**src/rtl/hcbp_pkg.sv**
```systemverilog
// Shared types and constants for the Huffman code bit packer.
package hcbp_pkg;

  // Fixed field widths
  localparam int unsigned BYTE_W       = 8;
  localparam int unsigned SYM_W        = 8;
  localparam int unsigned CODE_FIELD_W = 30;
  localparam int unsigned LEN_FIELD_W  = 5;

  // Packer window: pending bits plus one longest code, top aligned
  localparam int unsigned WIN_W   = 40;
  localparam int unsigned TOTAL_W = 6;

  // Queue between table lookup and packer
  localparam int unsigned QUEUE_DEPTH = 4;
  localparam int unsigned QPTR_W      = $clog2(QUEUE_DEPTH);
  localparam int unsigned QCNT_W      = $clog2(QUEUE_DEPTH + 1);

  // Item kinds
  localparam logic KIND_LOAD   = 1'b0;
  localparam logic KIND_ENCODE = 1'b1;

  // One looked-up code on its way to the packer
  typedef struct packed {
    logic                   last;
    logic [LEN_FIELD_W-1:0]  len;
    logic [CODE_FIELD_W-1:0] code;
  } hcbp_entry_t;

  // Queue status seen by both ends
  typedef struct packed {
    logic              empty;
    logic [QCNT_W-1:0] free;
  } hcbp_qstat_t;

endpackage

```
**src/rtl/hcbp_back.sv**
```systemverilog
// Packer: appends codes MSB first and emits full and flushed bytes.
module hcbp_back
  import hcbp_pkg::*;
(
  input  logic              clk_i,
  input  logic              rst_ni,
  input  hcbp_entry_t       head_i,
  input  hcbp_qstat_t       qstat_i,
  output logic              pop_o,
  output logic              out_valid_o,
  input  logic              out_stall_i,
  output logic [BYTE_W-1:0] out_byte_o,
  output logic              out_last_o
);

  typedef enum logic {
    ST_IDLE,
    ST_EMIT
  } back_state_e;

  back_state_e        state_q;
  logic [WIN_W-1:0]   window_q;
  logic [TOTAL_W-1:0] total_q;
  logic               last_q;
  logic               out_valid_q;
  logic [BYTE_W-1:0]  out_byte_q;
  logic               out_last_q;

  logic               out_free;
  logic               emit;
  logic [TOTAL_W-1:0] shift_amt;
  logic [WIN_W-1:0]   win_new;
  logic [TOTAL_W-1:0] total_new;
  logic [TOTAL_W-1:0] total_rem;

  // Merge the next code below the pending bits
  always_comb begin
    shift_amt = TOTAL_W'(WIN_W) - TOTAL_W'(total_q[2:0]) - TOTAL_W'(head_i.len);
    win_new   = {window_q[WIN_W-1 -: BYTE_W], {(WIN_W - BYTE_W){1'b0}}} |
                (WIN_W'(head_i.code) << shift_amt);
    total_new = TOTAL_W'(total_q[2:0]) + TOTAL_W'(head_i.len);
    total_rem = total_q - TOTAL_W'(BYTE_W);
  end

  assign out_free = !out_valid_q || !out_stall_i;
  assign emit     = (state_q == ST_EMIT) && out_free;
  assign pop_o    = (state_q == ST_IDLE) && !qstat_i.empty;

  // State, window and output register
  always_ff @(posedge clk_i or negedge rst_ni) begin
    if (!rst_ni) begin
      state_q     <= ST_IDLE;
      window_q    <= '0;
      total_q     <= '0;
      last_q      <= 1'b0;
      out_valid_q <= 1'b0;
      out_byte_q  <= '0;
      out_last_q  <= 1'b0;
    end else begin
      out_valid_q <= emit || (out_valid_q && out_stall_i);
      unique case (state_q)
        ST_IDLE: begin
          if (!qstat_i.empty) begin
            window_q <= win_new;
            total_q  <= total_new;
            last_q   <= head_i.last;
            if ((total_new >= TOTAL_W'(BYTE_W)) || head_i.last) begin
              state_q <= ST_EMIT;
            end
          end
        end
        ST_EMIT: begin
          if (out_free) begin
            out_byte_q  <= window_q[WIN_W-1 -: BYTE_W];
            if (total_q >= TOTAL_W'(BYTE_W)) begin
              // full byte
              out_last_q <= 1'b0;
              window_q   <= window_q << BYTE_W;
              total_q    <= total_rem;
              if ((total_rem < TOTAL_W'(BYTE_W)) && !last_q) begin
                state_q <= ST_IDLE;
              end
            end else begin
              // flush of the zero-padded partial byte
              out_last_q <= 1'b1;
              window_q   <= '0;
              total_q    <= '0;
              state_q    <= ST_IDLE;
            end
          end
        end
        default: state_q <= ST_IDLE;
      endcase
    end
  end

  assign out_valid_o = out_valid_q;
  assign out_byte_o  = out_byte_q;
  assign out_last_o  = out_last_q;

endmodule

```
**config.mk**
```make
export PLATFORM = sky130hd
export DESIGN_NAME = hcbp_back
export DESIGN_NICKNAME = d
export VERILOG_FILES = /design/src/rtl/hcbp_pkg.sv /design/src/rtl/hcbp_back.sv
export SDC_FILE = /design/constraint.sdc
export NUM_CORES = 1
export LEC_CHECK = 0
export BUFFER_PORTS_ARGS = -buffer_cell sky130_fd_sc_hd__buf_2
export CAP_MARGIN = 25
export CORE_MARGIN = 2
export CORE_UTILIZATION = 60
export CTS_CLUSTER_SIZE = 30
export DETAILED_ROUTE_END_ITERATION = 8
export MAX_ROUTING_LAYER = met4
export PLACE_DENSITY = 0.91
export SYNTH_ARGS = -nofsm -noshare
export SYNTH_HDL_FRONTEND = slang
export SYNTH_SLANG_ARGS = --single-unit
```
**constraint.sdc**
```tcl
create_clock -name clk_i -period 4.1 [get_ports clk_i]
set_input_delay 0 -clock clk_i [delete_from_list [all_inputs] [get_ports clk_i]]
set_output_delay 0 -clock clk_i [all_outputs]
set_load 0.01 [all_outputs]
```
==> results of run 1 <==
## power by group through the flow
stage	clock, W	combinational [W]	sequential (W)
after floorplan	0	0.00281	0.000964
after global placement	0	0.00351	0.000980
after detailed placement	0	0.00363	0.000996
after CTS	0.000434	0.00365	0.000990
after global routing	0.000461	0.00404	0.00102
final	0.000437	0.00379	0.000993
## final cells by class
type / count / area, sq um / area share, %
clock buffer: 11 / 131 / 2.40
timing repair buffer: 70 / 430 / 7.88
tap: 105 / 131 / 2.40
clock inverter: 4 / 20.0 / 0.366
inverter: 21 / 78.8 / 1.44
multi-input combinational: 429 / 3220 / 59.0
sequential: 58 / 1450 / 26.6
## layer usage
metal | up-vias | global-route usage, % | part of all wire, %
li1 | 2127 | - | -
met1 | 2317 | 46.3 | 41
met2 | 353 | 50.7 | 46
met3 | 42 | 4.47 | 10
met4 | 0 | 12.2 | 2.5
met5 | - | - | 0
## through the flow
step / worst slack (ns) / hold WS, ns / cell area, sq um / utilization, %
floorplan: 1.03 / -0.296 / 4960 / -
global placement: 0.736 / 0.182 / 5250 / 64.8
detailed placement: 0.677 / 0.187 / 5250 / 64.8
CTS: 0.662 / 0.0961 / 5440 / 67.2
global route: 0.341 / 0.150 / 5470 / 67.5
finish: 0.624 / 0.101 / 5470 / 67.5
## flip-flops by register name, indices dropped and copies added, names as in the netlist
register,flops
window_q,40
out_last_o,1
out_byte_o,8
out_valid_o,1
total_q,6
state_q,1
last_q,1
## tightest hold or removal path, stage by stage
cell	delay [ns]
buf_2	0.11
nand2_1	0.04
o21ai_0	0.07
a22o_1	0.18
## kinds of logic after synthesis
| family | after synthesis |
|---|---|
| adder cells (fa/ha/maj) | 13 |
| multiplexers | 88 |
| AO/OA/AOI/OAI | 157 |
| XOR/XNOR | 5 |
| buffers and inverters | 60 |
| flip-flops | 58 |
| AND/OR/NAND/NOR | 166 |
## worst paths after layout
check	from	endpoint	slack [ns]	depth (start not counted)
min in group asynchronous	rst_ni	total_q[5]	0.34	3
worst min-delay path	head_i[33]	total_q[5]	0.10	4
max in group asynchronous	rst_ni	window_q[2]	3.28	3
worst max register to register	total_q[1]	window_q[29]	0.62	10
worst min register to register	out_last_o	out_last_o	0.48	2
worst max-delay path	total_q[1]	window_q[29]	0.62	10
## cell usage in the layout (no fill, tap or decap), drive strengths merged, types with 3 or more instances in the layout
cell | Yosys | final
or3 | 4 | 4
mux2i | 38 | 38
o21a | 5 | 5
a221o | 3 | 3
fa | 3 | 3
ha | 10 | 10
nor3 | 8 | 8
nand3 | 8 | 8
and3 | 6 | 6
a22o | 11 | 11
nand2 | 64 | 64
and2 | 6 | 6
a32oi | 3 | 3
mux2 | 36 | 36
a21oi | 36 | 36
a211oi | 12 | 12
or2 | 4 | 4
clkbuf | 15 | 11
o211ai | 4 | 4
buf | 24 | 66
inv | 20 | 20
dfrtp | 58 | 58
dlygate4sd3 | 0 | 4
mux4 | 14 | 14
o22a | 4 | 4
xnor2 | 3 | 3
o22ai | 5 | 5
clkinv | 1 | 5
o221a | 3 | 3
o21ai | 29 | 29
nor2 | 51 | 51
a221oi | 12 | 12
a31oi | 6 | 6
nor2b | 5 | 5
==> results.tsv, run 1 <==
metric	value	unit
internal power	0.00258	W
RSZ-0062 raised after global routing	no	
CTS tree	yes	
Setup Skew	0.00524	ns
Synth area leader	dfrtp_1	
worst-margin pin slew	0.828	ns
largest family of logic cells by synthesized area	multiplexers	
core footprint	8090	sq um
Synth Register Bits	58	
clk_lat worst skew	0.34	ns
via count	4839	
post-DR wirelength/cell	20.2	um
sum of negative setup slack	0	ns
Critical Path RT	4.32	ns
register area share after synthesis	29.3	%
Crit Path Class	reg -> reg	
H-tree depth	3	
drt pass-1 iters	6	
hold crit path type	in -> reg	
Mapped Nets	603	
Critical Path, Cell by Cell	ha_1 -> inv_1 -> ha_2 -> buf_4 -> mux2_2 -> mux2i_1 -> nor2_1 -> a211oi_1 -> a2111oi_0 -> o32a_1	
Largest delay share family, worst path	adder cells	
Starting DRT DRC Count	653	
io pins	54	
gpl congestion	1.03	
status	completed	
Synth Area per Inst	9.06	sq um
Cells after Synth	547	
clock network fraction of total power	8.4	%
crit path DAT	3.70	ns
top_reg_cell synth	dfrtp_1	
PwrDens	955	nW/um^2
fin nets	645	
Root Driver	clkbuf_8	
Sw Share	50.5	%
post-synthesis adder-cell area fraction	3.73	%
Post-CTS Resized	0	
number of post-CTS setup repair buffers	0	
# diodes	0	
compound-gate portion of the synthesized area	22.2	%
Overall Power	0.00522	W
post-synthesis mux area share	22.3	%
DP Cell Count	678	
final hold vios	0	
Max Slew Vio Count	0	
TritonCTS buffer count	9	
layout cell share with drive strength beyond 1	24.1	%
crit share post-route	84.8	%
top-area cell type share of the netlist area	29.3	%
Port Buffers	50	
switching pwr	0.00264	W
largest buffer count on any clock path	2	
area grow syn2layout	10.2	%
biggest cell delay along the critical path	0.79	ns
VDD IR max	861	uV
Sink Count	58	
final setup vio count	0	
total grt overflow	0	
Netlist cell types	74	
Post-Synth XOR/XNOR Area	1.41	%
Starting Density	61.3	%
CTS Hold Bufs	4	
CP Launch Type	flop	
largest net degree at the start of global routing	59	
Post-synth top cells	64 x nand2_1, 58 x dfrtp_1, 51 x nor2_1	
number of maximum-capacitance violations	0	
Critical-path top delay cell	ha_2	
DRT antenna net count	0	
Lkg Pwr	2.40	nW
EDFF count, synth	0	
DRC errors left	0	
critical path peak fanout	32	
Die Height	94.9	um
vias per cell	6.93	
simple-gate share of the synthesized area	15.3	%
first-pass GRT wire length	22600	um
Buf/Inv on CP	2	
Die W	94.9	um
sequential power share	19.0	%
Slew HR	44.8	%
Finished Layout Cells	698	
synthesized cell area	4960	sq um
synth top area cells	dfrtp_1 29%, mux2_2 7.7%, mux2i_1 7.5%	
final HPWL from detailed placement	10600	um
Synth Warn #	0	
Tmin final	3.48	ns
Max Fclk	288	MHz
count leader, synth	nand2_1	
CP endpoint kind	flop	
Die ar.	9010	sq um
number of global-route vias before repair	4435	
DRT Wirelength	14100	um
Gate power share	72.6	%
share of synthesized registers carrying an async set or reset	100	%
cell row count	33	
initial antenna violation count	0	
Reg clk slew, reported paths	0.07	ns
FILL cells	673	
Global Route Usage Sum	33.5	%
Note: power is estimated with default switching activity, not from simulation.
==> run 2: changes to the inputs <==
- ABC_AREA: default -> 1
- clock period: 4.1 -> 3.6 ns (I/O delays scaled with it)
==> run 2 against run 1 <==
Synthesized cell count grew 39%. Setup slack worse by 0.13 ns. Register-to-register slack worse by 0.13 ns. Fmax increased by 12%. Critical path type unchanged.
==> results.tsv, run 2 <==
metric	value	unit	change
crit path DAT	3.40	ns	-0.30 ns
Sink Count	58		unchanged
Critical Path RT	3.89	ns	-0.43 ns
DRC errors left	0		unchanged
Worst R2R Start	total_q[1]		
Synth Area per Inst	6.37	sq um	-30%
count leader, synth	nand2_1		
Hold Startpoint	qstat_i[3]		
crit share post-route	86.4	%	+1.6 points
gpl congestion	0.979		-4.6%
Lkg Pwr	2.67	nW	+11%
Overall Power	0.00554	W	+6.1%
Cells after Synth	759		+39%
Starting Density	62.2	%	+0.96 points
Tmin final	3.11	ns	-0.368 ns
Die ar.	8790	sq um	-2.4%
final setup vio count	0		unchanged
final hold vios	0		unchanged
DRT antenna net count	0		unchanged
Starting DRT DRC Count	451		-31%
Synth Register Bits	58		unchanged
biggest cell delay along the critical path	0.55	ns	-0.24 ns
final HPWL from detailed placement	10600	um	-0.29%
Post-CTS Resized	0		unchanged
layout cell share with drive strength beyond 1	12.2	%	-12 points
RSZ-0062 raised after global routing	no		
H-tree depth	3		unchanged
post-DR wirelength/cell	15.8	um	-22%
Synth Warn #	0		unchanged
FILL cells	730		+8.5%
# diodes	0		unchanged
number of post-CTS setup repair buffers	0		unchanged
status	completed		
CTS tree	yes		
most common cell after layout, fill and taps aside	nand2_1		
first-pass GRT wire length	23300	um	+3.1%
hold crit path type	in -> reg		
CP Launch Type	flop		
Netlist cell types	39		-47%
commonest cells after routing, fill and taps aside	242 x nand2_1, 184 x nand3_1, 58 x dfrtp_1		
Seq. cell area	1450	sq um	unchanged
VDD IR max	457	uV	-47%
DRT Wirelength	14100	um	-0.11%
Critical Path, Cell by Cell	ha_1 -> inv_1 -> ha_1 -> fa_1 -> inv_1 -> nand3_1 -> nor2_1 -> nand3_1 -> a21oi_1 -> nor2_1 -> a21oi_2		
top-area cell type share of the netlist area	30.0	%	+0.76 points
worst-margin pin slew	0.731	ns	-0.0977 ns
largest buffer count on any clock path	2		unchanged
Global Route Usage Sum	34.7	%	+1.2 points
CP endpoint kind	flop		
Slew HR	51.3	%	+6.5 points
synthesized cell area	4830	sq um	-2.5%
number of global-route vias before repair	5021		+13%
PwrDens	1060	nW/um^2	+11%
register area share after synthesis	30.0	%	+0.76 points
sum of negative setup slack	0	ns	unchanged
synth top area cells	dfrtp_1 30%, nand3_1 19%, nand2_1 19%		
Reg clk slew, reported paths	0.08	ns	about the same
critical path peak fanout	25		-22%
cell row count	32		-3.0%
top_reg_cell synth	dfrtp_1		
vias per cell	5.98		-14%
Crit Path Class	reg -> reg		
Die W	93.8	um	-1.2%
EDFF count, synth	0		unchanged
Max Slew Vio Count	0		unchanged
Reg with most FFs	window_q		
clk_lat worst skew	0.37	ns	+0.03 ns
Critical-path top delay cell	inv_1		
initial antenna violation count	0		unchanged
total grt overflow	0		unchanged
Root Driver	clkbuf_8		
Port Buffers	50		unchanged
critical path startpoint	total_q[1]		
area occupied by multi-input gates	2930	sq um	-9.1%
Setup Skew	0.0130	ns	+0.00776 ns
Max Fclk	322	MHz	+12%
number of maximum-capacitance violations	0		unchanged
share of synthesized registers carrying an async set or reset	100	%	unchanged
TritonCTS buffer count	9		unchanged
Die Height	93.8	um	-1.2%
drt pass-1 iters	5		-1
area grow syn2layout	8.44	%	
number of flip-flops in the largest register	40		unchanged
Mapped Nets	815		+35%
Post-synth top cells	243 x nand2_1, 184 x nand3_1, 58 x dfrtp_1		
fin nets	844		+31%
via count	5348		+11%
io pins	54		unchanged
largest net degree at the start of global routing	39		-34%
Synth area leader	dfrtp_1		
core footprint	7770	sq um	-4.0%
==> run 2: cell count changes after synthesis, moves of 14 or more <==
cell,previous run,this run
buf_2,10,31
inv_1,20,45
mux2_2,34,0
mux2i_1,37,0
mux4_2,14,0
nand2_1,64,243
nand3_1,8,184
==> run 2: cells by family (layout without fill, tap and decap cells) <==
kind of cell               Yosys count  count (layout)  share of synthesized area [%]
xor gates and xnor gates             3               3                          0.544
DFF                                 58              58                           30.0
adders and majority gates           13              13                           3.83
AOI/OAI and AO/OA                   96              96                           12.0
and+or+nand+nor                    490             490                           44.1
buffers and inverters               99             133                           9.42
==> run 2: power by group <==
part	switching, W	internal (W)
logic	0.00268	0.00120
registers	0.000161	0.000940
clock network	0.000294	0.000267
==> run 2: layout make-up <==
type | count | area share, %
Timing Repair Buffer | 62 | 6.64
Tap cell | 102 | 2.43
Inverter | 55 | 3.94
Clock buffer | 10 | 2.63
Clock inverter | 6 | 0.788
Sequential cell | 58 | 27.7
Multi-Input combinational cell | 602 | 55.9
==> run 2: routing by layer <==
metal / up-vias / global-route usage [%] / wire [um]
met3: 43 / 6.58 / 938
met1: 2475 / 42.1 / 5910
li1: 2601 / - / -
met2: 229 / 57.3 / 6760
met5: - / - / 0
met4: 0 / 13.9 / 499
==> run 2: timing repair <==
item,in CTS,in global routing
hold buffers,3,0
setup endpoints to repair,0,0
endpoints found under the hold margin,33,0
==> run 2: worst max-delay path: cells and delay by family (launching register included) <==
kind            cells  cell delay [ns]
buf+inv             2             0.59
flops               1             0.38
compound gates      2             0.30
fa+ha+maj           3             1.02
simple gates        4             0.74
==> run 2: final timing paths <==
kind                       slack (ns)            end  cells past startpoint
hold / removal                   0.02         last_q                      3
hold reg to reg                  0.48  out_byte_o[6]                      2
setup / recovery                 0.49   window_q[33]                     11
max in group asynchronous        2.52   window_q[35]                      3
setup reg to reg                 0.49   window_q[33]                     11
min in group asynchronous        0.22     total_q[0]                      2
==> run 2: stage by stage <==
stage,utilization [%],cell area [sq um],setup slack (ns),hold WS [ns],instances
3_3_place_gp,64.8,5030,0.634,0.0840,876
6_report,67.5,5240,0.491,0.0227,895
3_5_place_dp,64.8,5030,0.567,0.0895,876
2_1_floorplan,-,4830,1.18,-0.296,759
4_1_cts,67.5,5240,0.519,0.0125,895
5_1_grt,67.5,5240,0.253,0.0486,895
==> run 3: changes to the inputs <==
- CORE_UTILIZATION: 60 -> 50
- HOLD_SLACK_MARGIN: default -> 0.08
- PLACE_DENSITY: 0.91 -> 0.8
==> run 3 against run 2 <==
Wire length about the same. Critical path depth increased by 4. Clock skew increased by 0.00086 ns. Critical path type unchanged.
==> results.tsv, run 3 (synthesis gave the netlist of run 2 again) <==
metric	value	unit	change
via count	5321		-0.50%
Crit Path Class	reg -> reg		
post-DR wirelength/cell	15.3	um	-3.1%
final setup vio count	0		unchanged
sum of negative setup slack	0	ns	unchanged
RSZ-0062 raised after global routing	no		
Max Slew Vio Count	0		unchanged
Reg with most FFs	window_q		
R2R cell count	15		+4
commonest cells after routing, fill and taps aside	242 x nand2_1, 184 x nand3_1, 58 x dfrtp_1		
Slew HR	53.0	%	+1.8 points
cell count along the critical path	15		+4
final setup margin	0.686	ns	+0.194 ns
Reg clk slew, reported paths	0.08	ns	about the same
fin nets	846		+0.24%
Critical Path, Cell by Cell	ha_1 -> inv_1 -> ha_1 -> fa_1 -> nand2_1 -> inv_2 -> nor2_1 -> o21ai_4 -> inv_2 -> nand2_1 -> o21ai_0 -> inv_1 -> nand3_1 -> nand2_1 -> inv_1		
Global Route Usage Sum	29.2	%	-5.5 points
gpl congestion	1.00		+2.5%
dpl ws	0.722	ns	+0.155 ns
Hold Path Cell Cnt	5		+2
crit path DAT	3.20	ns	-0.20 ns
DRT Wirelength	14100	um	about the same
number of maximum-capacitance violations	0		unchanged
area grow syn2layout	11.1	%	
Lkg Pwr	2.71	nW	+1.7%
VDD IR max	374	uV	-18%
Post-CTS Resized	0		unchanged
final HPWL from detailed placement	10300	um	-3.1%
CP Launch Type	flop		
Largest delay share family, worst path	adder cells		
hold crit path type	in -> reg		
Post-Layout Inst Area	5370	sq um	+2.5%
clk_lat worst skew	0.35	ns	-0.02 ns
vias per cell	5.76		-3.6%
total grt overflow	0		unchanged
FILL cells	940		+29%
largest net degree at the start of global routing	56		+44%
Area after DPL	5050	sq um	+0.37%
Sink Count	58		unchanged
Finished Layout Cells	924		+3.2%
TritonCTS buffer count	9		unchanged
first-pass GRT wire length	23100	um	-0.80%
Starting DRT DRC Count	436		-3.3%
CTS tree	yes		
Port Buffers	50		unchanged
final hold vios	0		unchanged
layout cell share with drive strength beyond 1	11.9	%	-0.28 points
initial antenna violation count	0		unchanged
Tmin final	2.91	ns	-0.194 ns
Die W	102	um	+9.1%
Starting Density	51.8	%	-10 points
worst hold slack	0.112	ns	+0.0889 ns
Max Fclk	343	MHz	+6.7%
most common cell after layout, fill and taps aside	nand2_1		
Buf/Inv on CP	5		+3
Die Height	102	um	+9.1%
Critical Path RT	3.89	ns	about the same
CTS Hold Bufs	7		+4
number of flip-flops in the largest register	40		unchanged
DP Cell Count	901		+2.9%
cell row count	35		+9.4%
number of post-CTS setup repair buffers	0		unchanged
Critical-path top delay cell	fa_1		
critical path peak fanout	20		-20%
PwrDens	1060	nW/um^2	+0.47%
# diodes	0		unchanged
DRT antenna net count	0		unchanged
core footprint	9330	sq um	+20%
status	completed		
biggest cell delay along the critical path	0.44	ns	-0.11 ns
worst-margin pin slew	0.704	ns	-0.0263 ns
Root Driver	clkbuf_8		
Setup Skew	0.0139	ns	+0.000861 ns
drt pass-1 iters	5		unchanged
H-tree depth	3		unchanged
Die ar.	10500	sq um	+19%
io pins	54		unchanged
number of global-route vias before repair	4973		-0.96%
DRC errors left	0		unchanged
largest buffer count on any clock path	2		unchanged
crit share post-route	81.0	%	-5.4 points
CP endpoint kind	flop		
-- run 3: changes by cell type in the layout (fill, tap and decap cells not counted), sizes merged --
cell	previous run	this run
buf	59	57
bufinv	0	3
clkbuf	10	9
clkinv	3	4
clkinvlp	3	0
dlygate4sd3	3	7
-- run 3: metrics by stage --
| step | total power, W | utilization (%) |
|---|---|---|
| 2_1_floorplan | 0.00403 | - |
| 6_report | 0.00570 | 57.6 |
| 3_5_place_dp | 0.00484 | 54.2 |
| 4_1_cts | 0.00564 | 57.6 |
| 5_1_grt | 0.00626 | 57.6 |
| 3_3_place_gp | 0.00476 | 54.2 |
-- run 3: final cells by class --
cell class                      instances  area (sq um)  area share, %
Multi-Input combinational cell        602          2930           54.5
Clock buffer                            9           124           2.31
Timing Repair Buffer                   64           373           6.94
Sequential cell                        58          1450           27.0
Inverter                               55           206           3.84
Tap cell                              129           161           3.01
Clock inverter                          7           125           2.33
-- run 3: metal layers --
layer	track usage [%]	part of all wire [%]
met5	-	0
met4	12.1	3.6
met3	6.29	5.4
met2	47.6	49
met1	35.1	42
-- run 3: report_power, final --
part / total, W / switching [W] / internal (W)
combinational: 0.00384 / 0.00266 / 0.00119
clock: 0.000760 / 0.000295 / 0.000465
sequential: 0.00110 / 0.000156 / 0.000940
-- run 3: final timing paths --
| path | start | end | slack (ns) |
|---|---|---|---|
| min reg2reg | out_byte_o[0] | out_byte_o[0] | 0.48 |
| min in group asynchronous | rst_ni | total_q[3] | 0.33 |
| max | total_q[1] | window_q[36] | 0.69 |
| max reg2reg | total_q[1] | window_q[36] | 0.69 |
| max in group asynchronous | rst_ni | window_q[18] | 2.79 |
| min | head_i[33] | state_q | 0.11 |
-- run 3: worst reg2reg max path, cell delays in order, from the launching register on --
cell     delay [ns]
dfrtp_1        0.40
ha_1           0.29
inv_1          0.05
ha_1           0.21
fa_1           0.44
nand2_1        0.09
inv_2          0.05
nor2_1         0.20
o21ai_4        0.15
inv_2          0.32
nand2_1        0.19
o21ai_0        0.22
inv_1          0.06
nand3_1        0.08
nand2_1        0.05
inv_1          0.05
