File: config.mk
export PLATFORM = sky130hd
export DESIGN_NAME = hcbp_fifo
export DESIGN_NICKNAME = d
export VERILOG_FILES = /design/src/rtl/hcbp_pkg.sv /design/src/rtl/hcbp_fifo.sv
export SDC_FILE = /design/constraint.sdc
export NUM_CORES = 1
export LEC_CHECK = 0
export BUFFER_PORTS_ARGS = -buffer_cell sky130_fd_sc_hd__buf_2
export CAP_MARGIN = 30
export CORE_AREA = 10 10 133 98
export DETAILED_ROUTE_END_ITERATION = 8
export DIE_AREA = 0 0 143 108
export GPL_TIMING_DRIVEN = 0
export MAX_ROUTING_LAYER = met4
export PLACE_DENSITY = 0.76
export REMOVE_ABC_BUFFERS = 1
export SLEW_MARGIN = 20
export SYNTH_ARGS = -nofsm -noshare
export SYNTH_HDL_FRONTEND = slang
export SYNTH_SLANG_ARGS = --single-unit
File: constraint.sdc
create_clock -name clk_i -period 2.1 [get_ports clk_i]
set_input_delay 0.105 -clock clk_i [delete_from_list [all_inputs] [get_ports clk_i]]
set_output_delay 0.105 -clock clk_i [all_outputs]
set_load 0.02 [all_outputs]
File: src/rtl/hcbp_pkg.sv
// Shared types and constants for the Huffman code bit packer.
package hcbp_pkg;

  // Fixed field widths
  localparam int unsigned BYTE_W       = 8;
  localparam int unsigned SYM_W        = 8;
  localparam int unsigned CODE_FIELD_W = 30;
  localparam int unsigned LEN_FIELD_W  = 5;

  // Packer window: pending bits plus one longest code, top aligned
  localparam int unsigned WIN_W   = 40;
  localparam int unsigned TOTAL_W = 6;

  // Queue between table lookup and packer
  localparam int unsigned QUEUE_DEPTH = 4;
  localparam int unsigned QPTR_W      = $clog2(QUEUE_DEPTH);
  localparam int unsigned QCNT_W      = $clog2(QUEUE_DEPTH + 1);

  // Item kinds
  localparam logic KIND_LOAD   = 1'b0;
  localparam logic KIND_ENCODE = 1'b1;

  // One looked-up code on its way to the packer
  typedef struct packed {
    logic                   last;
    logic [LEN_FIELD_W-1:0]  len;
    logic [CODE_FIELD_W-1:0] code;
  } hcbp_entry_t;

  // Queue status seen by both ends
  typedef struct packed {
    logic              empty;
    logic [QCNT_W-1:0] free;
  } hcbp_qstat_t;

endpackage

File: src/rtl/hcbp_fifo.sv
// Short queue of looked-up codes between the front end and the packer.
module hcbp_fifo
  import hcbp_pkg::*;
(
  input  logic        clk_i,
  input  logic        rst_ni,
  input  logic        push_i,
  input  hcbp_entry_t entry_i,
  input  logic        pop_i,
  output hcbp_entry_t head_o,
  output hcbp_qstat_t qstat_o
);

  hcbp_entry_t       mem_q [QUEUE_DEPTH];
  logic [QPTR_W-1:0] wr_ptr_q;
  logic [QPTR_W-1:0] rd_ptr_q;
  logic [QCNT_W-1:0] cnt_q;

  // Storage
  always_ff @(posedge clk_i) begin
    if (push_i) begin
      mem_q[wr_ptr_q] <= entry_i;
    end
  end

  // Pointers and fill level
  always_ff @(posedge clk_i or negedge rst_ni) begin
    if (!rst_ni) begin
      wr_ptr_q <= '0;
      rd_ptr_q <= '0;
      cnt_q    <= '0;
    end else begin
      if (push_i) begin
        wr_ptr_q <= (wr_ptr_q == QPTR_W'(QUEUE_DEPTH - 1)) ? '0 : wr_ptr_q + 1'b1;
      end
      if (pop_i) begin
        rd_ptr_q <= (rd_ptr_q == QPTR_W'(QUEUE_DEPTH - 1)) ? '0 : rd_ptr_q + 1'b1;
      end
      if (push_i && !pop_i) begin
        cnt_q <= cnt_q + 1'b1;
      end else if (pop_i && !push_i) begin
        cnt_q <= cnt_q - 1'b1;
      end
    end
  end

  assign head_o        = mem_q[rd_ptr_q];
  assign qstat_o.empty = (cnt_q == '0);
  assign qstat_o.free  = QCNT_W'(QUEUE_DEPTH) - cnt_q;

endmodule

==> metrics.md, run 1 <==
| Metric | Value |
|---|---|
| Run status | finished, final reports clean |
| RePlAce Congestion | 0.710 |
| Remaining max-slew budget at the tightest pin | 58.9% |
| Multi-input gate area in the final layout | 0.00105 mm2 |
| Final Cycle Share | 94.4% |
| Clock skew | 0.00644 ns |
| Worst-path fanout max | 20 |
| Horizontal die dimension | 143 um |
| Worst path max stage delay | 0.70 ns |
| Maximum clock frequency | 504 MHz |
| Power Density | 1400 mW/mm2 |
| Pin count of the biggest net entering global routing | 22 |
| Antenna cells | 0 |
| Post_cts resized | 0 |
| Part of the power in combinational logic | 29.8% |
| Top-Level Pins | 80 |
| Number of non-filler instances in the completed layout | 514 |
| Library cells used by synthesis | 20 |
| Reg-to-reg slack, setup | 0.35 ns |
| Seq/Total Area, Yosys | 79.6% |
| Final hold violation count | 0 |
| Antenna viol nets, final | 0 |
| Library cell with the largest summed area after synthesis | sky130_fd_sc_hd__edfxtp_1 |
| Drt total wl | 10,400 um |
| Main area contributors after synthesis | sky130_fd_sc_hd__edfxtp_1 76%, sky130_fd_sc_hd__mux4_2 14%, sky130_fd_sc_hd__dfrtp_1 3.1%, sky130_fd_sc_hd__ha_1 1.8%, sky130_fd_sc_hd__inv_1 0.53% |
| Total number of placement rows | 32 |
| Clock Tree Root | sky130_fd_sc_hd__clkbuf_16 |
| Setup violators final | 0 |
| Area used by sequential logic in the layout | 0.00450 mm2 |
| Max Transition Viols Final | 0 |
| Commonest non-fill, non-tap cell in the layout | sky130_fd_sc_hd__edfxtp_1 |
| Placed cell count | 442 |
| Crit path max-delay cell type | sky130_fd_sc_hd__dfrtp_2 |
| Initial antenna violation count | 0 |
| Drt first-iter violations | 152 |
| Int Pwr | 7220 uW |
| Arrival time worst endpoint | 1.88 ns |
| Initial Utilization | 52.9% |
| Number of global-route vias before repair | 3,052 |
| Clk network pwr share | 30.2% |
| Sum of net half-perimeters after detailed placement | 6470 um |
| Die ar. | 0.0154 mm2 |
| Worst-Margin Slew | 0.616 ns |
| Clock tree from TritonCTS | built |
| Pleak | 0.00264 uW |
| Commonest non-fill, non-tap cells in the layout | 144 x sky130_fd_sc_hd__edfxtp_1, 79 x sky130_fd_sc_hd__buf_2, 39 x sky130_fd_sc_hd__dlygate4sd3_1 |
| Power after layout | 10,300 uW |
| Capture point of the worst reg-to-reg path | mem_q[2][11]$_DFFE_PP_ |
| Critical path's top delay family | flip-flops |
| Setup repair after global routing missed its margin | false |
| Req. time, crit path | 2.00 ns |
| Post-synthesis instance total | 230 |
| Routed via count | 2,704 |
| Congestion Overflow GR | 0 |
| Cell breakdown of the critical path | buf_16, mux4_2, buf_2 |
| Critical path class | register to output port |
| Crit path capture type | output port |
| Largest buffer count on any clock path | 2 |
| Sw Share | 29.8% |
| Gr usage total | 15.1% |
| TritonCTS Buffers | 17 |
| Minimum clock period | 1.98 ns |
| Maximum level of the CTS H-tree | 4 |
| Floorplan core area | 0.0107 mm2 |
| Maximum Capacitance Violations | 0 |
| Number of inserted filler cells in the final layout | 686 |
| Share of the synthesized area in the top cell type | 76.5% |
| Beginning of the worst register-to-register path | wr_ptr_q[0]$_DFFE_PN0P_ |
| Growth of design area from synthesis to finish | 29.7% |
| Routed WL per cell | 20.2 um |
| Vias per cell | 5.26 |
| Yosys warning count | 0 |
| Max IR drop VDD | 1080 uV |
| Insertion delay to the later sink of the worst-skew pair | 0.41 ns |
| Drt drc | 0 |
| Depth of the worst register-to-register path | 4 |
| Global-route wire length before repair | 16,700 um |
| Buffers on Ports | 79 |
| First-pass iteration count of the detailed router | 4 |
| Proportion of layout cells with a drive suffix above 1 | 42.3% |
| Chip height | 108 um |
| Worst min path class | primary input to async pin |
| Sequential cell fraction of total power | 40.0% |
| Post-Syn Area | 0.00565 mm2 |
| Clock-pin slew reported for the worst setup and hold paths after clock tree synthesis | 0.06 ns |
| P_sw | 3060 uW |
| Register bit count reported by yosys | 151 |
| Clock sink count | 151 |
| Mean cell area of the mapped netlist | 24.6 um2 |
| Final #Nets | 415 |
| Buffer and inverter count on the worst path | 2 |
| Critical path startpoint category | register |
## worst max-delay path by stage
| stage | from | end | slack, ns | cells past startpoint |
|---|---|---|---|---|
| 2_1_floorplan | rd_ptr_q[0]$_DFFE_PN0P_ | head_o[0] | -0.30 | 1 |
| 4_1_cts | rd_ptr_q[1]$_DFFE_PN0P_ | head_o[30] | 0.08 | 3 |
| 5_1_grt | rd_ptr_q[1]$_DFFE_PN0P_ | head_o[25] | 0.04 | 3 |
| 6_report | rd_ptr_q[1]$_DFFE_PN0P_ | head_o[25] | 0.12 | 3 |
| 3_5_place_dp | rd_ptr_q[0]$_DFFE_PN0P_ | head_o[25] | 0.29 | 3 |
| 3_3_place_gp | rd_ptr_q[0]$_DFFE_PN0P_ | head_o[31] | -0.98 | 2 |
## power by group through the flow
stage | Combinational (uW) | Clock, uW | Sequential, uW
after detailed placement | 2940 | 0 | 4270
after global placement | 2550 | 0 | 4410
final | 3060 | 3110 | 4120
after global routing | 3310 | 3300 | 4170
after floorplan | 1780 | 0 | 4280
after CTS | 3140 | 3160 | 4120
## per-stage QoR
stage	setup slack (ns)	utilization [%]	setup TNS [ns]	hold WS, ns	instance area [um2]
3_5_place_dp	0.288	59.0	0	-0.0503	6300
5_1_grt	0.0354	68.6	0	0.0694	7330
2_1_floorplan	-0.304	-	-11.41	-0.191	5570
3_3_place_gp	-0.977	57.4	-89.51	-0.0551	6140
4_1_cts	0.0792	68.6	0	0.0333	7330
6_report	0.117	68.6	0	0.0441	7330
## cell usage after synthesis
cell	n
sky130_fd_sc_hd__a21o_1	1
sky130_fd_sc_hd__and2_1	4
sky130_fd_sc_hd__buf_12	1
sky130_fd_sc_hd__buf_2	4
sky130_fd_sc_hd__buf_4	2
sky130_fd_sc_hd__buf_6	1
sky130_fd_sc_hd__buf_8	1
sky130_fd_sc_hd__dfrtp_1	7
sky130_fd_sc_hd__edfxtp_1	144
sky130_fd_sc_hd__fa_1	1
sky130_fd_sc_hd__ha_1	8
sky130_fd_sc_hd__inv_1	8
sky130_fd_sc_hd__mux2_2	2
sky130_fd_sc_hd__mux4_2	36
sky130_fd_sc_hd__nand2_1	2
sky130_fd_sc_hd__nor2_1	2
sky130_fd_sc_hd__nor3_1	1
sky130_fd_sc_hd__o21ai_0	2
sky130_fd_sc_hd__xnor2_1	2
sky130_fd_sc_hd__xor2_1	1
## layer usage
layer | share of wire, % | wire length, um | track usage, % | up-vias
met5 | 0 | 0 | - | -
met3 | 5.6 | 580 | 4.95 | 11
met1 | 42 | 4340 | 17.5 | 1389
li1 | - | - | - | 1230
met4 | 1.1 | 111 | 5.73 | 0
met2 | 52 | 5350 | 24.1 | 74
## state kept, by name, indices dropped and copies added, names as in the netlist
name / count
mem_q: 144
cnt_q: 3
wr_ptr_q: 2
rd_ptr_q: 2
## worst register-to-register path: stages (launching register included)
cell	delay [ns]
sky130_fd_sc_hd__dfrtp_1	0.41
sky130_fd_sc_hd__inv_1	0.11
sky130_fd_sc_hd__ha_1	0.15
sky130_fd_sc_hd__and2_2	0.53
sky130_fd_sc_hd__buf_16	0.24
## cells by family (layout without fill, tap and decap cells)
family | count (synthesis) | in the layout | synth area share, %
flops | 151 | 151 | 79.6
xor+xnor | 3 | 3 | 0.465
simple gates | 9 | 9 | 0.797
mux | 38 | 38 | 14.7
fa+ha+maj | 9 | 9 | 2.12
buf+inv | 17 | 165 | 1.97
compound gates | 3 | 3 | 0.310
## final cells by class
cell class / count / share of cell area, %
flip-flops and latches: 151 / 61.4
multi-input cells: 62 / 14.3
repair buffers: 126 / 13.2
clock buffers: 17 / 5.80
clock inverters: 14 / 2.51
well taps: 136 / 2.32
inverters: 8 / 0.410
## timing repair
item / CTS / global route
endpoints found under the hold margin: 154 / 0
endpoints found under the setup margin: 18 / 0
setup buffers: 2 / 0
hold buffers: 39 / 0
Note: power is estimated with default switching activity, not from simulation.
==> inputs of run 2 (changes only) <==
CORE_AREA = 10 10 137 102   (was 10 10 133 98)
DIE_AREA = 0 0 147 112   (was 0 0 143 108)
PLACE_DENSITY = 0.74   (was 0.76)
clock period = 1.74 ns   (was 2.1 ns; I/O delays follow)
==> metrics.md, run 2 (synthesized netlist as in run 1, its figures left out) <==
| Metric | Value |
|---|---|
| Run status | complete, but fails checks |
| Violated checks | negative setup slack |
| Proportion of layout cells with a drive suffix above 1 | 42.3% (unchanged) |
| Biggest registers after layout | mem_q (144), cnt_q (3) |
| Power Density | 1670 mW/mm2 (+19%) |
| Routed WL per cell | 19.7 um (-2.3%) |
| Setup repair after global routing missed its margin | true |
| Initial Utilization | 49.8% (-3.1 points) |
| Top reg by flops | mem_q |
| Horizontal die dimension | 147 um (+2.8%) |
| Max IR drop VDD | 1080 uV (+0.27%) |
| Maximum Capacitance Violations | 0 (unchanged) |
| Power after layout | 12,300 uW (+19%) |
| Worst-Margin Slew | 0.566 ns (-0.0498 ns) |
| Congestion Overflow GR | 0 (unchanged) |
| Cell breakdown of the critical path | buf_16, mux4_2, buf_2 |
| TritonCTS Buffers | 17 (unchanged) |
| Drt drc | 0 (unchanged) |
| Maximum level of the CTS H-tree | 4 (unchanged) |
| Critical path's top delay family | multiplexers |
| Initial antenna violation count | 0 (unchanged) |
| Growth of design area from synthesis to finish | 30.3% |
| Top-Level Pins | 80 (unchanged) |
| Pin count of the biggest net entering global routing | 31 (+41%) |
| Commonest non-fill, non-tap cells in the layout | 144 x sky130_fd_sc_hd__edfxtp_1, 73 x sky130_fd_sc_hd__buf_2, 39 x sky130_fd_sc_hd__dlygate4sd3_1 |
| Max Transition Viols Final | 0 (unchanged) |
| Antenna viol nets, final | 0 (unchanged) |
| Drt total wl | 10,600 um (+1.7%) |
| Crit path max-delay cell type | sky130_fd_sc_hd__mux4_2 |
| Clock Tree Root | sky130_fd_sc_hd__clkbuf_16 |
| Buffers on Ports | 79 (unchanged) |
| Clock-pin slew reported for the worst setup and hold paths after clock tree synthesis | 0.06 ns (about the same) |
| Pleak | 0.00262 uW (-0.47%) |
| Final hold violation count | 0 (unchanged) |
| Worst path max stage delay | 0.54 ns (-0.16 ns) |
| Chip height | 112 um (+3.7%) |
| Commonest non-fill, non-tap cell in the layout | sky130_fd_sc_hd__edfxtp_1 |
| Final #Nets | 415 (unchanged) |
| Worst-path fanout max | 15 (-25%) |
| Final Cycle Share | 110% |
| Global-route wire length before repair | 16,900 um (+0.95%) |
| Buffer and inverter count on the worst path | 2 (unchanged) |
| Clock skew | 0.00581 ns (-0.000623 ns) |
| Req. time, crit path | 1.65 ns (-0.35 ns) |
| Minimum clock period | 1.91 ns |
| Critical path startpoint category | register |
| Setup crit start | rd_ptr_q[0]$_DFFE_PN0P_ |
| Largest buffer count on any clock path | 2 (unchanged) |
| Routed via count | 2,743 (+1.4%) |
| Fraction of the core area covered by cells at the end of the flow | 64.9% (-3.7 points) |
| Insertion delay to the later sink of the worst-skew pair | 0.40 ns (about the same) |
| Flip-flop count of the largest register after layout | 144 (unchanged) |
| Worst min path class | primary input to async pin |
| Beginning of the worst register-to-register path | wr_ptr_q[0]$_DFFE_PN0P_ |
| Vias per cell | 5.13 (-2.5%) |
| Least setup slack across all paths after layout | -0.172 ns (-0.289 ns) |
| Arrival time worst endpoint | 1.83 ns (-0.05 ns) |
| Antenna cells | 0 (unchanged) |
| Clock tree from TritonCTS | built |
| Crit path capture type | output port |
| Sum of net half-perimeters after detailed placement | 6420 um (-0.82%) |
| Critical path class | register to output port |
| Number of global-route vias before repair | 3,016 (-1.2%) |
| Floorplan core area | 0.0114 mm2 (+6.2%) |
| Die ar. | 0.0165 mm2 (+6.6%) |
| Setup violators final | 36 (+36) |
| Gr usage total | 13.7% (-1.4 points) |
| Total number of placement rows | 33 (+3.1%) |
| Drt first-iter violations | 129 (-15%) |
| Maximum clock frequency | 523 MHz |
| First-pass iteration count of the detailed router | 4 (unchanged) |
| Remaining max-slew budget at the tightest pin | 62.2% (+3.3 points) |
| RePlAce Congestion | 0.680 (-4.1%) |
| Clock sink count | 151 (unchanged) |
[run 2: cell types whose count changed in the layout (fill, tap and decap cells not counted), moves of 2 or more]
cell,change
sky130_fd_sc_hd__bufinv_16,-2
sky130_fd_sc_hd__and2_4,+3
sky130_fd_sc_hd__and2_2,-3
sky130_fd_sc_hd__clkinvlp_4,+3
sky130_fd_sc_hd__buf_2,-6
sky130_fd_sc_hd__buf_6,+7
[run 2: where the power goes]
part           internal (uW)  switching, uW
logic                   1790           2130
clock network           2090           1350
registers               4680            234
[run 2: cell type report]
cell class	count	area, um2
tap	157	196
timing repair buffer	126	1020
multi-input combinational	62	1050
fill	748	3990
clock inverter	13	134
clock buffer	18	429
sequential	151	4500
inverter	8	30.0
[run 2: path summary, 6_finish.rpt]
| check | to | slack [ns] | depth (start not counted) |
|---|---|---|---|
| min reg2reg | cnt_q[2]$_DFFE_PN0P_ | 0.53 | 2 |
| max | head_o[20] | -0.17 | 3 |
| max reg2reg | mem_q[3][9]$_DFFE_PP_ | 0.10 | 3 |
| min in group clk_i | mem_q[3][1]$_DFFE_PP_ | 0.44 | 2 |
| max in group asynchronous | rd_ptr_q[1]$_DFFE_PN0P_ | 1.51 | 2 |
| min | rd_ptr_q[0]$_DFFE_PN0P_ | 0.04 | 2 |
[run 2: what timing repair did]
action                                 4_1_cts  5_1_grt
hold buffers                                39        0
cloned                                       1        0
endpoints found under the hold margin      153        0
setup endpoints to repair                   78       36
pin swaps                                    0        0
resized for setup                            9        8
buffers inserted                             1        0
[run 2: through the flow]
stage                     instances  area [um2]  TNS [ns]  setup slack, ns  hold slack [ns]
after floorplan                 221        5570    -43.15           -0.646           -0.209
after global placement          457        6160   -159.40            -1.31          -0.0716
after detailed placement        463        6330     -1.24          -0.0364          -0.0591
after CTS                       535        7340     -6.50           -0.216           0.0371
after global routing            535        7360     -7.51           -0.243           0.0584
final                           535        7360     -4.73           -0.172           0.0449
[run 2: metal layers]
layer	part of all wire (%)	wire, um	track usage (%)
met2	50	5280	21.7
met5	0	0	-
met1	43	4560	16.5
met3	6.2	649	4.73
met4	0.60	63	3.95
[run 2: worst reg2reg max path: cells and delay by family, from the launching register on]
kind / cells / cell delay (ns)
adders and majority gates: 1 / 0.18
buffers and inverters: 1 / 0.23
DFF: 1 / 0.41
and+or+nand+nor: 1 / 0.51
==> inputs of run 3 (changes only) <==
ABC_AREA = 1   (was not set)
CORE_AREA = 10 10 178 130   (was 10 10 137 102)
DIE_AREA = 0 0 188 140   (was 0 0 147 112)
PLACE_DENSITY = not set   (was 0.74)
==> metrics.md, run 3 <==
| Metric | Value |
|---|---|
| Grt met3 use | 3.35% (-1.4 points) |
| Final Cycle Share | 102% (-8.4 points) |
| Mean cell area of the mapped netlist | 13.6 um2 (-45%) |
| Worst min path class | primary input to async pin |
| Initial antenna violation count | 0 (unchanged) |
| Floorplan core area | 0.0196 mm2 (+72%) |
| Proportion of layout cells with a drive suffix above 1 | 30.7% (-12 points) |
| Violated checks | negative setup slack |
| Post-synthesis instance total | 474 (+110%) |
| Share of async-settable or async-resettable flops after synthesis | 4.64% (unchanged) |
| Share of the synthesized area in the top cell type | 67.3% (-9.2 points) |
| Antenna cells | 0 (unchanged) |
| Growth of design area from synthesis to finish | 32.6% |
| Clock tree from TritonCTS | built |
| Most instantiated cells after synthesis | 144 x sky130_fd_sc_hd__edfxtp_1, 122 x sky130_fd_sc_hd__nand2_1, 86 x sky130_fd_sc_hd__inv_1, 50 x sky130_fd_sc_hd__o211ai_2, 22 x sky130_fd_sc_hd__o211ai_1 |
| Congestion Overflow GR | 0 (unchanged) |
| First-pass iteration count of the detailed router | 4 (unchanged) |
| Commonest non-fill, non-tap cell in the layout | sky130_fd_sc_hd__edfxtp_1 |
| Critical path class | register to output port |
| Pin count of the biggest net entering global routing | 25 (-19%) |
| Routed via count | 4,006 (+46%) |
| Buffers on Ports | 79 (unchanged) |
| Register bit count reported by yosys | 151 (unchanged) |
| Drt drc | 0 (unchanged) |
| Drt total wl | 15,800 um (+49%) |
| Final Cell Area | 0.00852 mm2 (+16%) |
| Library cell with the largest summed area after synthesis | sky130_fd_sc_hd__edfxtp_1 |
| Remaining max-slew budget at the tightest pin | 64.8% (+2.6 points) |
| Maximum Capacitance Violations | 0 (unchanged) |
| Drt first-iter violations | 239 (+85%) |
| Crit path max-delay cell type | sky130_fd_sc_hd__dfrtp_4 |
| Yosys warning count | 0 (unchanged) |
| Req. time, crit path | 1.65 ns (about the same) |
| Int Pwr | 9180 uW (+7.3%) |
| Horizontal die dimension | 188 um (+28%) |
| Top-Level Pins | 80 (unchanged) |
| Seq/Total Area, Yosys | 70.0% (-9.6 points) |
| Setup repair after global routing missed its margin | true |
| Critical path's top delay family | flip-flops |
| Maximum clock frequency | 566 MHz (+8.2%) |
| Library cells used by synthesis | 20 (unchanged) |
| Sw Share | 37.1% (+6.9 points) |
| Final sum of negative setup slack | -0.0526 ns (+4.68 ns) |
| Buffer and inverter count on the worst path | 3 (+1) |
| Setup violators final | 5 (-86%) |
| Number of inserted filler cells in the final layout | 1,779 (+140%) |
| Clock skew | 0.00869 ns (+0.00288 ns) |
| Pleak | 0.00353 uW (+35%) |
| Insertion delay to the later sink of the worst-skew pair | 0.41 ns (about the same) |
| Total number of placement rows | 43 (+30%) |
| Clk network pwr share | 25.9% (-2.2 points) |
| Antenna viol nets, final | 0 (unchanged) |
| Cell breakdown of the critical path | inv_16, buf_12, nand2_1, o211ai_2, nand2_1, buf_2 |
| Sum of net half-perimeters after detailed placement | 8330 um (+30%) |
| Cell area after placement | 0.00715 mm2 (+13%) |
| Final #Nets | 659 (+59%) |
| Die ar. | 0.0263 mm2 (+60%) |
| Post-Syn Area | 0.00642 mm2 (+14%) |
| Biggest registers after layout | mem_q (144), cnt_q (3) |
| Global-route track usage on met2 | 21.0% (-0.70 points) |
| Top reg by flops | mem_q |
| Met1 usage in global routing | 14.5% (-2.0 points) |
| Largest buffer count on any clock path | 2 (unchanged) |
| RePlAce Congestion | 0.704 (+3.5%) |
| Arrival time worst endpoint | 1.68 ns (-0.15 ns) |
| Most numerous cell in the Yosys netlist | sky130_fd_sc_hd__edfxtp_1 |
| Number of enable flip-flop cells after synthesis | 144 (unchanged) |
| Power after layout | 14,600 uW (+19%) |
| Commonest non-fill, non-tap cells in the layout | 144 x sky130_fd_sc_hd__edfxtp_1, 118 x sky130_fd_sc_hd__nand2_1, 82 x sky130_fd_sc_hd__inv_1 |
| Critical path startpoint category | register |
| Top cell by count, worst path | sky130_fd_sc_hd__nand2_1 |
| Global routing's busiest layer | met2 |
| Global-route wire length before repair | 24,200 um (+43%) |
| Initial Utilization | 32.8% (-17 points) |
| Max Transition Viols Final | 0 (unchanged) |
| Gr usage total | 12.5% (-1.2 points) |
| Max IR drop VDD | 865 uV (-20%) |
| Fraction of the core area covered by cells at the end of the flow | 43.5% (-21 points) |
| Routed WL per cell | 17.6 um (-11%) |
| TritonCTS Buffers | 17 (unchanged) |
| Run status | complete, but fails checks |
| Sequential cell fraction of total power | 33.7% (-6.4 points) |
| Vias per cell | 4.49 (-13%) |
| Power Density | 1710 mW/mm2 (+2.9%) |
| Crit path capture type | output port |
| Chip height | 140 um (+25%) |
| Least setup slack across all paths after layout | -0.0267 ns (+0.145 ns) |
| Minimum clock period | 1.77 ns (-0.145 ns) |
| P_sw | 5420 uW (+46%) |
| Flip-flop count of the largest register after layout | 144 (unchanged) |
| Main flop type after synthesis | sky130_fd_sc_hd__edfxtp_1 |
| Clock sink count | 151 (unchanged) |
| Clock-pin slew reported for the worst setup and hold paths after clock tree synthesis | 0.06 ns (about the same) |
| Maximum level of the CTS H-tree | 4 (unchanged) |
| Main area contributors after synthesis | sky130_fd_sc_hd__edfxtp_1 67%, sky130_fd_sc_hd__o211ai_2 9.7%, sky130_fd_sc_hd__nand2_1 7.1%, sky130_fd_sc_hd__inv_1 5.0%, sky130_fd_sc_hd__dfrtp_1 2.7% |
| Worst path max stage delay | 0.55 ns (about the same) |
| Part of the power in combinational logic | 40.4% (+8.5 points) |
| Worst-Margin Slew | 0.527 ns (-0.0392 ns) |
| Number of global-route vias before repair | 4,238 (+41%) |
| Clock Tree Root | sky130_fd_sc_hd__clkbuf_16 |
| Worst-path fanout max | 14 (-1) |
| Final hold violation count | 0 (unchanged) |
==> run 3: cell types whose count changed after synthesis, moves of 2 or more <==
cell | previous run | this run
sky130_fd_sc_hd__o211ai_1 | 0 | 22
sky130_fd_sc_hd__and2_1 | 4 | 0
sky130_fd_sc_hd__nand2_1 | 2 | 122
sky130_fd_sc_hd__mux2_2 | 2 | 0
sky130_fd_sc_hd__o21ai_1 | 0 | 2
sky130_fd_sc_hd__buf_2 | 4 | 11
sky130_fd_sc_hd__buf_6 | 1 | 9
sky130_fd_sc_hd__o211ai_2 | 0 | 50
sky130_fd_sc_hd__inv_1 | 8 | 86
sky130_fd_sc_hd__mux4_2 | 36 | 0
==> run 3: layer usage <==
layer  vias up  part of all wire [%]
met1      2000                    45
met3         9                   3.8
met2        79                    50
met5         -                     0
met4         0                  0.75
li1       1918                     -
==> run 3: cells by family (layout without fill, tap and decap cells) <==
kind of cell,count (synthesis),after routing,synth area share (%)
DFF,151,151,70.0
xor gates and xnor gates,1,1,0.136
and+or+nand+nor,125,125,7.36
buffers and inverters,111,260,7.91
adders and majority gates,9,9,1.87
AOI/OAI and AO/OA,77,77,12.7
==> run 3: worst register-to-register path, delay by kind of cell (launching register included) <==
kind,cells,cell delay [ns]
flops,1,0.39
simple gates,1,0.07
buf+inv,2,0.64
fa+ha+maj,1,0.19
==> run 3: power by group through the flow <==
stage	Clock, uW	Combinational, uW	Sequential [uW]
after floorplan	0	2980	5040
after global placement	0	4280	5150
after detailed placement	0	4720	5060
after CTS	3890	5860	4920
after global routing	4070	6410	4970
final	3780	5900	4920
==> run 3: stage by stage <==
step                      hold WS (ns)  setup WS (ns)  cells
after detailed placement       -0.0710         -0.299    806
after CTS                       0.0105        -0.0494    892
after floorplan                 -0.209         -0.661    451
after global placement         -0.0735          -1.40    800
final                           0.0338        -0.0267    893
after global routing            0.0359        -0.0985    893
==> run 3: timing repair <==
item	4_1_cts	5_1_grt
cloned	10	1
buffers inserted	5	0
pin swaps	1	1
hold buffers	39	0
hold endpoints to repair	155	0
setup endpoints to repair	73	55
resized for setup	38	16
==> run 3: area by class of cell <==
| class | count | area, um2 | share of cell area [%] |
|---|---|---|---|
| clock inverters | 13 | 180 | 2.12 |
| repair inverters | 7 | 104 | 1.22 |
| flip-flops and latches | 151 | 4510 | 52.9 |
| inverters | 88 | 370 | 4.35 |
| repair buffers | 133 | 1160 | 13.6 |
| well taps | 270 | 338 | 3.97 |
| multi-input cells | 212 | 1430 | 16.8 |
| clock buffers | 19 | 433 | 5.08 |
==> run 3: final timing paths <==
check | startpoint | to | slack (ns) | cells past startpoint
worst min-delay path | rst_ni | cnt_q[0]$_DFFE_PN0P_ | 0.03 | 2
min in group clk_i | entry_i[33] | mem_q[1][33]$_DFFE_PP_ | 0.43 | 2
worst min register to register | cnt_q[2]$_DFFE_PN0P_ | cnt_q[2]$_DFFE_PN0P_ | 0.48 | 2
worst max register to register | wr_ptr_q[0]$_DFFE_PN0P_ | mem_q[3][13]$_DFFE_PP_ | 0.13 | 4
max in group asynchronous | rst_ni | rd_ptr_q[1]$_DFFE_PN0P_ | 1.53 | 2
worst max-delay path | rd_ptr_q[0]$_DFFE_PN0P_ | head_o[25] | -0.03 | 6
